File: src/hdl/rcokt_pkg.sv
// Shared constants, codes and types for the reference-counted slot table.
// Used by the table top level and the slot scanner; depends on nothing else.
package rcokt_pkg;

   localparam int NUM_SLOTS  = 64;
   localparam int COUNT_BITS = 16;
   localparam int KEY_BITS   = 32;
   localparam int IDX_BITS   = $clog2(NUM_SLOTS);
   localparam int ENTRY_BITS = KEY_BITS + COUNT_BITS;

   localparam logic [COUNT_BITS-1:0] COUNT_MAX = {COUNT_BITS{1'b1}};
   localparam logic [IDX_BITS-1:0]   LAST_IDX  = IDX_BITS'(NUM_SLOTS - 1);

   // Operation codes on req_op.
   localparam logic [1:0] OP_ACQUIRE = 2'd0;
   localparam logic [1:0] OP_RELEASE = 2'd1;
   localparam logic [1:0] OP_QUERY   = 2'd2;

   // Status codes on rsp_status.
   localparam logic [1:0] STATUS_OK        = 2'd0;
   localparam logic [1:0] STATUS_FULL      = 2'd1;
   localparam logic [1:0] STATUS_SATURATED = 2'd2;
   localparam logic [1:0] STATUS_NOT_FOUND = 2'd3;

   typedef enum logic [2:0] {
      ST_IDLE = 3'b001,
      ST_SCAN = 3'b010,
      ST_DONE = 3'b100
   } state_type;

   // Outcome of one pass over all slots.
   typedef struct packed {
      logic                  done;
      logic                  hit;
      logic [IDX_BITS-1:0]   hit_idx;
      logic [COUNT_BITS-1:0] hit_count;
      logic                  free;
      logic [IDX_BITS-1:0]   free_idx;
   } scan_result_type;

endpackage

File: src/hdl/refcounted_open_key_table.sv
// Top level of the reference-counted slot table: command FSM, slot RAM,
// live bits and the read-modify-write of one slot. Depends on rcokt_pkg,
// rcokt_ram and rcokt_scan.
//
// A command is taken when start is high and busy is low. Every command scans
// all NUM_SLOTS slots of the slot RAM, one read per cycle, then updates at
// most one slot. After the last slot is checked, the scanner's done flag is
// registered, the FSM moves to ST_DONE to update the slot, and rsp_strobe is
// registered from that state. A new command can be taken at the edge that
// takes the result beat, not before. The single RAM read port sets the
// length of the scan. The result is shown for one cycle only and must be
// captured then. Reset clears the live bit of every slot at once, so the
// table is usable in the cycle after reset.
module refcounted_open_key_table (
   input  logic                               clock,
   input  logic                               reset,
   input  logic                               start,
   output logic                               busy,
   input  logic [1:0]                         req_op,
   input  logic [rcokt_pkg::KEY_BITS-1:0]     req_key,
   output logic                               rsp_strobe,
   output logic [1:0]                         rsp_status,
   output logic                               rsp_is_open
);

   rcokt_pkg::state_type               state_ff, state_in;
   logic [1:0]                         op_ff, op_in;
   logic [rcokt_pkg::KEY_BITS-1:0]     key_ff, key_in;
   logic [rcokt_pkg::NUM_SLOTS-1:0]    live_ff, live_in;
   logic                               rsp_strobe_ff, rsp_strobe_in;
   logic [1:0]                         rsp_status_ff, rsp_status_in;
   logic                               rsp_is_open_ff, rsp_is_open_in;

   logic                               accept;
   logic                               rd_en;
   logic [rcokt_pkg::IDX_BITS-1:0]     rd_addr;
   logic [rcokt_pkg::ENTRY_BITS-1:0]   rd_data;
   logic                               wr_en;
   logic [rcokt_pkg::IDX_BITS-1:0]     wr_addr;
   logic [rcokt_pkg::COUNT_BITS-1:0]   wr_count;
   logic [rcokt_pkg::ENTRY_BITS-1:0]   wr_data;
   rcokt_pkg::scan_result_type         scan_res;

   assign accept = start && (state_ff == rcokt_pkg::ST_IDLE);
   assign busy   = (state_ff != rcokt_pkg::ST_IDLE);

   rcokt_ram #(
      .WIDTH (rcokt_pkg::ENTRY_BITS),
      .DEPTH (rcokt_pkg::NUM_SLOTS)
   ) u_slot_ram (
      .clock   (clock),
      .wr_en   (wr_en),
      .wr_addr (wr_addr),
      .wr_data (wr_data),
      .rd_en   (rd_en),
      .rd_addr (rd_addr),
      .rd_data (rd_data)
   );

   rcokt_scan u_scan (
      .clock      (clock),
      .reset      (reset),
      .scan_start (accept),
      .key        (key_ff),
      .live       (live_ff),
      .rd_data    (rd_data),
      .rd_en      (rd_en),
      .rd_addr    (rd_addr),
      .result     (scan_res)
   );

   assign wr_data = {key_ff, wr_count};

   always_comb begin
      state_in       = state_ff;
      op_in          = op_ff;
      key_in         = key_ff;
      live_in        = live_ff;
      rsp_strobe_in  = 1'b0;
      rsp_status_in  = rsp_status_ff;
      rsp_is_open_in = rsp_is_open_ff;
      wr_en          = 1'b0;
      wr_addr        = scan_res.hit_idx;
      wr_count       = scan_res.hit_count;

      case (state_ff)
         rcokt_pkg::ST_IDLE: begin
            if (accept) begin
               op_in    = req_op;
               key_in   = req_key;
               state_in = rcokt_pkg::ST_SCAN;
            end
         end
         rcokt_pkg::ST_SCAN: begin
            if (scan_res.done) begin
               state_in = rcokt_pkg::ST_DONE;
            end
         end
         rcokt_pkg::ST_DONE: begin
            rsp_strobe_in  = 1'b1;
            rsp_status_in  = rcokt_pkg::STATUS_OK;
            rsp_is_open_in = scan_res.hit;
            case (op_ff)
               rcokt_pkg::OP_ACQUIRE: begin
                  if (scan_res.hit) begin
                     if (scan_res.hit_count == rcokt_pkg::COUNT_MAX) begin
                        rsp_status_in = rcokt_pkg::STATUS_SATURATED;
                     end else begin
                        wr_en    = 1'b1;
                        wr_count = scan_res.hit_count + 1'b1;
                     end
                  end else if (scan_res.free) begin
                     wr_en                      = 1'b1;
                     wr_addr                    = scan_res.free_idx;
                     wr_count                   = rcokt_pkg::COUNT_BITS'(1);
                     live_in[scan_res.free_idx] = 1'b1;
                     rsp_is_open_in             = 1'b1;
                  end else begin
                     rsp_status_in = rcokt_pkg::STATUS_FULL;
                  end
               end
               rcokt_pkg::OP_RELEASE: begin
                  if (scan_res.hit) begin
                     wr_en    = 1'b1;
                     wr_count = scan_res.hit_count - 1'b1;
                     // The last reference frees the slot.
                     if (wr_count == '0) begin
                        live_in[scan_res.hit_idx] = 1'b0;
                        rsp_is_open_in            = 1'b0;
                     end
                  end else begin
                     rsp_status_in = rcokt_pkg::STATUS_NOT_FOUND;
                  end
               end
               default: begin
                  // Query and the unused code only report liveness.
               end
            endcase
            state_in = rcokt_pkg::ST_IDLE;
         end
         default: begin
            state_in = rcokt_pkg::ST_IDLE;
         end
      endcase
   end

   always_ff @(posedge clock) begin
      if (reset) begin
         state_ff      <= rcokt_pkg::ST_IDLE;
         live_ff       <= '0;
         rsp_strobe_ff <= 1'b0;
      end else begin
         state_ff      <= state_in;
         live_ff       <= live_in;
         rsp_strobe_ff <= rsp_strobe_in;
      end
      op_ff          <= op_in;
      key_ff         <= key_in;
      rsp_status_ff  <= rsp_status_in;
      rsp_is_open_ff <= rsp_is_open_in;
   end

   assign rsp_strobe  = rsp_strobe_ff;
   assign rsp_status  = rsp_status_ff;
   assign rsp_is_open = rsp_is_open_ff;

   // The scan may only finish while a command waits for it.
   a_done_in_scan: assert property (@(posedge clock) disable iff (reset)
      scan_res.done |-> (state_ff == rcokt_pkg::ST_SCAN))
      else $error("scan finished outside of a command");

   // The slot RAM is written only in the update cycle.
   a_write_in_done: assert property (@(posedge clock) disable iff (reset)
      wr_en |-> (state_ff == rcokt_pkg::ST_DONE))
      else $error("slot RAM written outside of the update cycle");

   // Every result beat follows an update cycle.
   a_rsp_after_done: assert property (@(posedge clock) disable iff (reset)
      rsp_strobe_ff |-> $past(state_ff == rcokt_pkg::ST_DONE))
      else $error("result beat without an update cycle");

   // A full report means every slot really is live.
   a_full_all_live: assert property (@(posedge clock) disable iff (reset)
      (rsp_strobe_ff && (rsp_status_ff == rcokt_pkg::STATUS_FULL)) |-> (&live_ff))
      else $error("table full reported with a free slot");

endmodule

File: src/hdl/rcokt_ram.sv
// Generic single-clock RAM with one write port and one registered read port.
// Stand-alone; no package dependency.
module rcokt_ram #(
   parameter int WIDTH = 8,
   parameter int DEPTH = 16
) (
   input  logic                     clock,
   input  logic                     wr_en,
   input  logic [$clog2(DEPTH)-1:0] wr_addr,
   input  logic [WIDTH-1:0]         wr_data,
   input  logic                     rd_en,
   input  logic [$clog2(DEPTH)-1:0] rd_addr,
   output logic [WIDTH-1:0]         rd_data
);

   logic [WIDTH-1:0] mem_ff [DEPTH];
   logic [WIDTH-1:0] rd_data_ff;

   always_ff @(posedge clock) begin
      if (wr_en) begin
         mem_ff[wr_addr] <= wr_data;
      end
      if (rd_en) begin
         rd_data_ff <= mem_ff[rd_addr];
      end
   end

   assign rd_data = rd_data_ff;

endmodule

File: src/hdl/rcokt_scan.sv
// Slot scanner: walks the slot RAM one address per cycle and tracks the live
// slot holding the key and the lowest free slot. Depends on rcokt_pkg.
module rcokt_scan (
   input  logic                                 clock,
   input  logic                                 reset,
   input  logic                                 scan_start,
   input  logic [rcokt_pkg::KEY_BITS-1:0]       key,
   input  logic [rcokt_pkg::NUM_SLOTS-1:0]      live,
   input  logic [rcokt_pkg::ENTRY_BITS-1:0]     rd_data,
   output logic                                 rd_en,
   output logic [rcokt_pkg::IDX_BITS-1:0]       rd_addr,
   output rcokt_pkg::scan_result_type           result
);

   logic                               issuing_ff, issuing_in;
   logic [rcokt_pkg::IDX_BITS-1:0]     addr_ff, addr_in;
   logic                               chk_ff, chk_in;
   logic [rcokt_pkg::IDX_BITS-1:0]     chk_idx_ff, chk_idx_in;
   logic                               done_ff, done_in;
   logic                               hit_ff, hit_in;
   logic [rcokt_pkg::IDX_BITS-1:0]     hit_idx_ff, hit_idx_in;
   logic [rcokt_pkg::COUNT_BITS-1:0]   hit_count_ff, hit_count_in;
   logic                               free_ff, free_in;
   logic [rcokt_pkg::IDX_BITS-1:0]     free_idx_ff, free_idx_in;
   logic [rcokt_pkg::KEY_BITS-1:0]     entry_key;
   logic [rcokt_pkg::COUNT_BITS-1:0]   entry_count;

   assign entry_key   = rd_data[rcokt_pkg::ENTRY_BITS-1:rcokt_pkg::COUNT_BITS];
   assign entry_count = rd_data[rcokt_pkg::COUNT_BITS-1:0];

   always_comb begin
      issuing_in   = issuing_ff;
      addr_in      = addr_ff;
      chk_in       = 1'b0;
      chk_idx_in   = addr_ff;
      done_in      = 1'b0;
      hit_in       = hit_ff;
      hit_idx_in   = hit_idx_ff;
      hit_count_in = hit_count_ff;
      free_in      = free_ff;
      free_idx_in  = free_idx_ff;

      if (scan_start) begin
         issuing_in = 1'b1;
         addr_in    = '0;
         hit_in     = 1'b0;
         free_in    = 1'b0;
      end else if (issuing_ff) begin
         chk_in  = 1'b1;
         addr_in = addr_ff + 1'b1;
         if (addr_ff == rcokt_pkg::LAST_IDX) begin
            issuing_in = 1'b0;
         end
      end

      // Read data for chk_idx_ff arrives in the cycle after its address is issued.
      if (chk_ff) begin
         if (live[chk_idx_ff]) begin
            if (entry_key == key) begin
               hit_in       = 1'b1;
               hit_idx_in   = chk_idx_ff;
               hit_count_in = entry_count;
            end
         end else if (!free_ff) begin
            free_in     = 1'b1;
            free_idx_in = chk_idx_ff;
         end
         done_in = (chk_idx_ff == rcokt_pkg::LAST_IDX);
      end
   end

   always_ff @(posedge clock) begin
      if (reset) begin
         issuing_ff <= 1'b0;
         chk_ff     <= 1'b0;
         done_ff    <= 1'b0;
         hit_ff     <= 1'b0;
         free_ff    <= 1'b0;
      end else begin
         issuing_ff <= issuing_in;
         chk_ff     <= chk_in;
         done_ff    <= done_in;
         hit_ff     <= hit_in;
         free_ff    <= free_in;
      end
      addr_ff      <= addr_in;
      chk_idx_ff   <= chk_idx_in;
      hit_idx_ff   <= hit_idx_in;
      hit_count_ff <= hit_count_in;
      free_idx_ff  <= free_idx_in;
   end

   assign rd_en   = issuing_ff;
   assign rd_addr = addr_ff;

   assign result.done      = done_ff;
   assign result.hit       = hit_ff;
   assign result.hit_idx   = hit_idx_ff;
   assign result.hit_count = hit_count_ff;
   assign result.free      = free_ff;
   assign result.free_idx  = free_idx_ff;

endmodule

File: config.mk
export PLATFORM = sky130hd
export DESIGN_NAME = refcounted_open_key_table
export DESIGN_NICKNAME = d
export VERILOG_FILES = /design/src/hdl/rcokt_pkg.sv /design/src/hdl/refcounted_open_key_table.sv /design/src/hdl/rcokt_ram.sv /design/src/hdl/rcokt_scan.sv
export SDC_FILE = /design/constraint.sdc
export NUM_CORES = 2
export LEC_CHECK = 0
export BUFFER_PORTS_ARGS = -buffer_cell sky130_fd_sc_hd__clkbuf_2
export CAP_MARGIN = 20
export CELL_PAD_IN_SITES_DETAIL_PLACEMENT = 0
export CELL_PAD_IN_SITES_GLOBAL_PLACEMENT = 1
export CORE_MARGIN = 2
export CORE_UTILIZATION = 30
export DETAILED_ROUTE_END_ITERATION = 10
export PLACE_DENSITY_LB_ADDON = 0.1
export SKIP_CTS_REPAIR_TIMING = 1
export SYNTH_ARGS = -nofsm -noshare
export SYNTH_HDL_FRONTEND = slang
export SYNTH_SLANG_ARGS = --single-unit
File: constraint.sdc
create_clock -name clock -period 11.3 [get_ports clock]
set_clock_uncertainty 0.1 [all_clocks]
set_input_delay 1.13 -clock clock [delete_from_list [all_inputs] [get_ports clock]]
set_output_delay 1.13 -clock clock [all_outputs]
set_load 0.02 [all_outputs]
After elaboration in Yosys (flattened, before gate mapping)
Memories as Yosys holds them, arrays and structs flattened. A register that Yosys moved wholly into a read port is not among the register bits.
Cells that the tools add are included.
{"block": "totals", "register_bits": 150, "ramBits": 3072, "in_bits": 37, "out_inout_bits": 5, "wordCells": 114, "mem_count": 1}
{"block": "op_classes", "addsub": 3, "magnitude_cmp": 5, "eq_ne": 15, "n_mux": 54, "n_bitwise": 6, "n_reduce_logical": 13}
{"name": "u_slot_ram.mem_ff", "words": 64, "word_bits": 48, "read_ports": 1, "rd_clocked_by_memory_dff": 1, "wr": 1, "line": "rcokt_ram.sv:16", "text": "logic [WIDTH-1:0] mem_ff [DEPTH];"}
{"operator": "$mux 64", "count": 4}
{"operator": "$pmux 64 s2", "count": 1}
{"operator": "$mux 16", "count": 5}
{"operator": "$and 64x64->64", "count": 1}
{"operator": "$not 64->64", "count": 1}
{"operator": "$or 64x64->64", "count": 1}
{"operator": "$eq 32x32->1", "count": 1}
{"operator": "$pmux 16 s2", "count": 1}
{"operator": "$mux 1", "count": 27}
{"operator": "$mux 6", "count": 4}
{"operator": "$lt 6x7->1 const B", "count": 3}
{"operator": "$add 16x1->16 const B", "count": 1}
{"operator": "$eq 16x16->1 const B", "count": 1}
{"operator": "$logic_not 16->1", "count": 1}
{"operator": "$sub 16x1->16 const B", "count": 1}
{"operator": "$demux 1 s6", "count": 2}
{"operator": "$eq 6x6->1 const B", "count": 2}
{"operator": "$ge 6x1->1 const B", "count": 2}
{"operator": "$add 6x1->6 const B", "count": 1}
{"operator": "$bmux 1 s6", "count": 1}
{"operator": "$mux 2", "count": 3}
{"operator": "$mux 3", "count": 2}
{"operator": "$ne 2x1->1 const B", "count": 3}
{"operator": "$ne 2x2->1 const B", "count": 3}
{"operator": "16 further kinds", "count": 24}

Depth between registers and ports, before layout
{"block": "depth", "word_depth": 9, "depth_mapped": 10, "mapped_depth_nobuf": 9}

Hierarchy
A second synthesis with hierarchy kept.
{"block": "unflattened", "hier_cells": 5768, "hier_area_um2": 125644.3}
{"mod": "rcokt_ram", "n_inst": 1, "cells_each": 4970, "area_each_um2": 117620.3, "seq_area_each_um2": 93689.9}
{"mod": "refcounted_open_key_table", "n_inst": 1, "cells_each": 612, "area_each_um2": 5570.3, "seq_area_each_um2": 2472.4}
{"mod": "rcokt_scan", "n_inst": 1, "cells_each": 186, "area_each_um2": 2453.6, "seq_area_each_um2": 1181.1}

Least setup slack after synthesis
OpenSTA, ideal clock, no wires.
{"block": "synth_path", "kind": "reg2reg", "start": "register u_scan.hit_count_ff[1] in the netlist's numbering", "end": "memory u_slot_ram.mem_ff[0][4] in the netlist's numbering (data pin)", "setup_time_ns": 1.008, "arrival_time_ns": 5.429, "required_time_ns": 10.192, "setup_slack_ns": 4.762, "stages_incl_launch_ff": 5, "path_buffers": 0, "period_less_slack_ns": 6.538, "path_cell_list": "edfxtp_1 inv_1 ha_1 or3b_4 o311ai_0"}
{"block": "synth_between", "elab_chain_len": 5, "word_cells_on_any_way": 8, "cone_classes": "2 x add/sub; 1 x eq/ne; 5 x mux"}
{"element": "start, declared", "line": "rcokt_scan.sv:22", "text": "logic [rcokt_pkg::COUNT_BITS-1:0] hit_count_ff, hit_count_in;"}
{"element": "start signal, assigned", "line": "rcokt_scan.sv:89", "text": "hit_count_ff <= hit_count_in;"}
{"element": "$add 16x1->16 or $eq 16x16->1 (tied branches)", "line": "refcounted_open_key_table.sv:110, refcounted_open_key_table.sv:106"}
{"element": "$mux 16", "line": "refcounted_open_key_table.sv:106", "text": "if (scan_res.hit_count == rcokt_pkg::COUNT_MAX) begin"}
{"element": "$mux 16", "line": "refcounted_open_key_table.sv:105", "text": "if (scan_res.hit) begin"}
{"element": "$pmux 16 s2 *", "line": "refcounted_open_key_table.sv:103", "text": "case (op_ff)"}
{"element": "$mux 16 *", "line": "refcounted_open_key_table.sv:86", "text": "case (state_ff)"}
{"element": "via u_slot_ram.wr_data[4]", "line": "rcokt_ram.sv:10", "text": "input logic [WIDTH-1:0] wr_data,"}
{"element": "end, declared", "line": "rcokt_ram.sv:16"}
The timed path passes the listed nets; every way through them passes the cells marked *.

Final worst setup path
{"block": "layout_path", "start": "register u_scan.hit_ff", "end": "memory u_slot_ram.mem_ff[56][46] in the netlist's numbering (enable)"}
{"block": "layout_between", "elab_chain_len": 5, "word_cells_on_any_way": 9, "cone_classes": "9 x mux"}
{"element": "start, declared", "line": "rcokt_scan.sv:20", "text": "logic hit_ff, hit_in;"}
{"element": "start signal, assigned", "line": "rcokt_scan.sv:83", "text": "hit_ff <= hit_in;"}
{"element": "$mux 1, on equally long branches", "line": "refcounted_open_key_table.sv:123, refcounted_open_key_table.sv:105"}
{"element": "$pmux 1 s2", "line": "refcounted_open_key_table.sv:103"}
{"element": "$mux 1", "line": "refcounted_open_key_table.sv:86"}
{"element": "$mux 1", "line": "rcokt_ram.sv:20", "text": "if (wr_en) begin"}
{"element": "$mux 1 (not written as such)", "line": "rcokt_ram.sv:21", "text": "mem_ff[wr_addr] <= wr_data;"}
Parallel ways exist; a longest one is shown, timed or not.

==> results.md <==
* Die Span Y at 652.3 um
* Clock Tree Buf Depth at 4
* DR WL/cell at 34.96 um
* Max cap viols at 0
* Fmax at 0.1895 GHz
* R2R Path Start: u_scan.hit_ff
* Final-report setup violation count at 0
* Fill count at 38870
* Primary FF master, synth: edfxtp_1
* R2r worst-path depth at 6
* Die width at 652.3 um
* Clock sink count at 3270
* Area delta synth->final at 16.16%
* Synth Instances at 5386
* Worst endpoint data arrival time at 5740 ps
* Vias per inst at 5.192
* Initial antenna violation count at 44
* HP Start: req_key[9]
* First-pass GRT wire length at 548.5 mm
* Grt ovf at 0
* Final #Nets at 5771
* Die area at 0.4255 mm2
* Startpoint Class: flip-flop
* Final TNS setup at 0 ps
* Share of layout cells above drive strength 1 at 31.25%
* Detailed router's first-iteration violation count at 6447
* Endpoints failing hold at 0
* Post-route cell area at 0.1465 mm2
* # port buffers at 41
* Synth unique cells at 65
* Post-synthesis sequential area ratio at 77.20%
* DRT antenna net count at 0
* Gpl congestion at 0.7587
* R2R Path End: u_slot_ram.mem_ff[56][46]
* DP Area at 0.1344 mm2
* CTS tree: built
* Via count at 60040
* PwrDens at 196.4 mW/mm2
* Post-synth net total at 5427
* Largest net degree at the start of global routing at 113
* Post-synthesis cell area at 0.1261 mm2
* Post-DP HPWL at 232.2 mm
* Total CTS buffers at 379
* Core area at 0.4193 mm2
* Outcome: finished, final reports clean
* CP Capture Type: flip-flop
* Slew Viols, Final at 0
* Yosys reg bits at 3270
* Initial Util at 30.07%
* Overall global routing resource usage at 18.78%
* Syn. warnings at 0
* Ports at 42
* Critical path type: flip-flop to flip-flop
* Flop2flop setup slack at 6020 ps
* Async SR Flop Fraction at 0%
* Total Routed Length at 404.2 mm
* Number of remaining DRC errors at 0
* FP Rows at 238
* CP Max Fanout at 30
* Post-synth EDFFs at 3185
* Initial DRT Pass Iterations at 5
* H-tree depth at 5
* Worst Tran Pin Value at 1227 ps
* Clock Pin Slew Worst Setup and Hold Paths at 60 ps
* Required @ worst endpoint at 11760 ps
* Max IR drop VDD at 149.1 uV
* Syn Area/Cell at 23.41 um2
* RSZ-0062 raised after global routing: false
* Worst Hold Class: primary input to flip-flop
* Worst Hold End: key_ff[9]
* Min Tclk post-route at 5276 ps
* Max_slew headroom at 18.01%
* Root Buffer Master: clkbuf_16
* Leakage power at 43.29 nW
* Vias in the first global route at 61590
* Worst skew pair latency at 950 ps
* Final period util at 46.69%
* Worst hold path depth at 1
==> stage by stage <==
step | utilization (%) | hold WS, ps | cells | setup slack (ps) | power [W]
CTS | 34.90 | 165.4 | 11550 | 5935 | 0.02922
global placement | 32.01 | 318.5 | 10850 | 6028 | 0.01718
detailed placement | 32.07 | 312.3 | 10870 | 5969 | 0.01719
finish | 34.93 | 273.1 | 11560 | 6024 | 0.02877
floorplan | - | 229.0 | 5386 | 4762 | 0.01593
global route | 34.93 | 203.9 | 11550 | 5761 | 0.02976
==> layer usage <==
| layer | GRT usage (%) | part of all wire, % | vias up |
|---|---|---|---|
| met2 | 30.23 | 48 | 1812 |
| met3 | 2.957 | 5.8 | 424 |
| met1 | 27.19 | 45 | 33850 |
| met4 | 3.321 | 1.7 | 6 |
| li1 | - | - | 23950 |
| met5 | 0 | 0.0084 | - |
==> cell type report <==
cell class	count	area [um2]	area share, %
Antenna cell	14	35.03	0.02392
Clock buffer	466	9958	6.799
Clock inverter	214	1934	1.321
Inverter	15	58.81	0.04015
Multi-Input combinational cell	1804	28050	19.15
Sequential cell	3270	97370	66.48
Tap cell	5520	6907	4.716
Timing Repair Buffer	260	2155	1.471
==> power by group <==
group | internal, W | switching (W) | total (W) | leakage [nW]
registers | 0.0133 | 0.0000883 | 0.0134 | 29.3
logic | 0.00157 | 0.00184 | 0.00340 | 8.11
clock network | 0.00698 | 0.00496 | 0.0119 | 5.83
total | 0.0219 | 0.00689 | 0.0288 | 43.3
==> cell usage after synthesis (18+ instances only) <==
library cell	n	area share (%)
a211oi_1	42	0.25
buf_1	34	0.10
mux4_2	991	18
mux2i_1	48	0.38
o22ai_1	31	0.15
a21oi_1	118	0.47
edfxtp_1	3185	76
xor2_1	18	0.13
a22o_1	34	0.24
buf_2	102	0.40
nor3_1	22	0.087
clkbuf_1	149	0.44
nor2_1	146	0.43
xnor2_1	22	0.15
nand3_1	29	0.12
nand2_1	60	0.18
o2bb2ai_1	32	0.22
nor2b_1	30	0.15
o21ai_0	28	0.11
dfxtp_1	85	1.3
==> worst max path at each step <==
stage                                 startpoint                        end  cells after the start  slack, ps
final                              u_scan.hit_ff  u_slot_ram.mem_ff[56][46]                      6       6020
after global routing                 state_ff[0]  u_slot_ram.mem_ff[57][33]                      7       5760
after CTS                          u_scan.hit_ff  u_slot_ram.mem_ff[56][33]                      6       5930
after detailed placement           u_scan.hit_ff  u_slot_ram.mem_ff[56][28]                      6       5970
after global placement               state_ff[0]  u_slot_ram.mem_ff[56][29]                      7       6030
after floorplan           u_scan.hit_count_ff[1]    u_slot_ram.mem_ff[0][4]                      4       4760
==> registers in the layout, indices dropped and copies added, names as in the netlist <==
register	flops
rsp_is_open	1
state_ff	3
u_scan.chk_idx_ff	6
rsp_strobe	1
u_scan.free_ff	1
rsp_status	2
key_ff	32
u_scan.chk_ff	1
u_scan.free_idx_ff	6
u_scan.hit_idx_ff	6
live_ff	64
u_scan.hit_ff	1
u_scan.rd_addr	6
u_scan.done_ff	1
u_scan.rd_en	1
u_scan.hit_count_ff	16
op_ff	2
u_slot_ram.rd_data	48
u_slot_ram.mem_ff	3072
==> layout by cell type (no fill, tap or decap), types with 14 or more instances in the layout <==
master,Yosys,routed
clkinv_1,2,88
dfxtp_1,85,78
xor2_1,18,17
xnor2_1,22,22
buf_12,0,19
clkinv_2,0,65
nand3_1,29,28
buf_4,6,195
nor3_1,22,19
nor2_4,0,59
nor2b_1,30,30
diode_2,0,14
clkbuf_16,0,385
edfxtp_1,3185,3185
a22o_1,34,34
inv_6,0,16
a21oi_1,118,117
nand2_1,60,59
nand4_1,14,14
clkbuf_1,149,79
o2bb2ai_1,32,32
a211oi_1,42,42
o22ai_1,31,31
nand2b_1,15,15
mux2i_1,48,48
mux4_2,991,991
nor2_1,146,87
clkbuf_2,0,41
o21ai_0,28,23
bufinv_16,0,33
==> cell families after synthesis <==
family / Yosys count / share of synthesized area (%)
compound gates: 327 / 1.706
xor+xnor: 40 / 0.2779
fa+ha+maj: 4 / 0.03970
buf+inv: 312 / 1.084
flops: 3270 / 77.20
mux: 1041 / 18.10
simple gates: 392 / 1.589
==> worst max-delay path, cell delays in order, from the launching register on <==
cell and delay [ps]:
dfxtp_1 790, clkinv_1 500, o21ai_0 280, and3_1 660, nand2_1 640, nor2_4 1100, buf_4 720
Power figures use the tool's default switching activity.
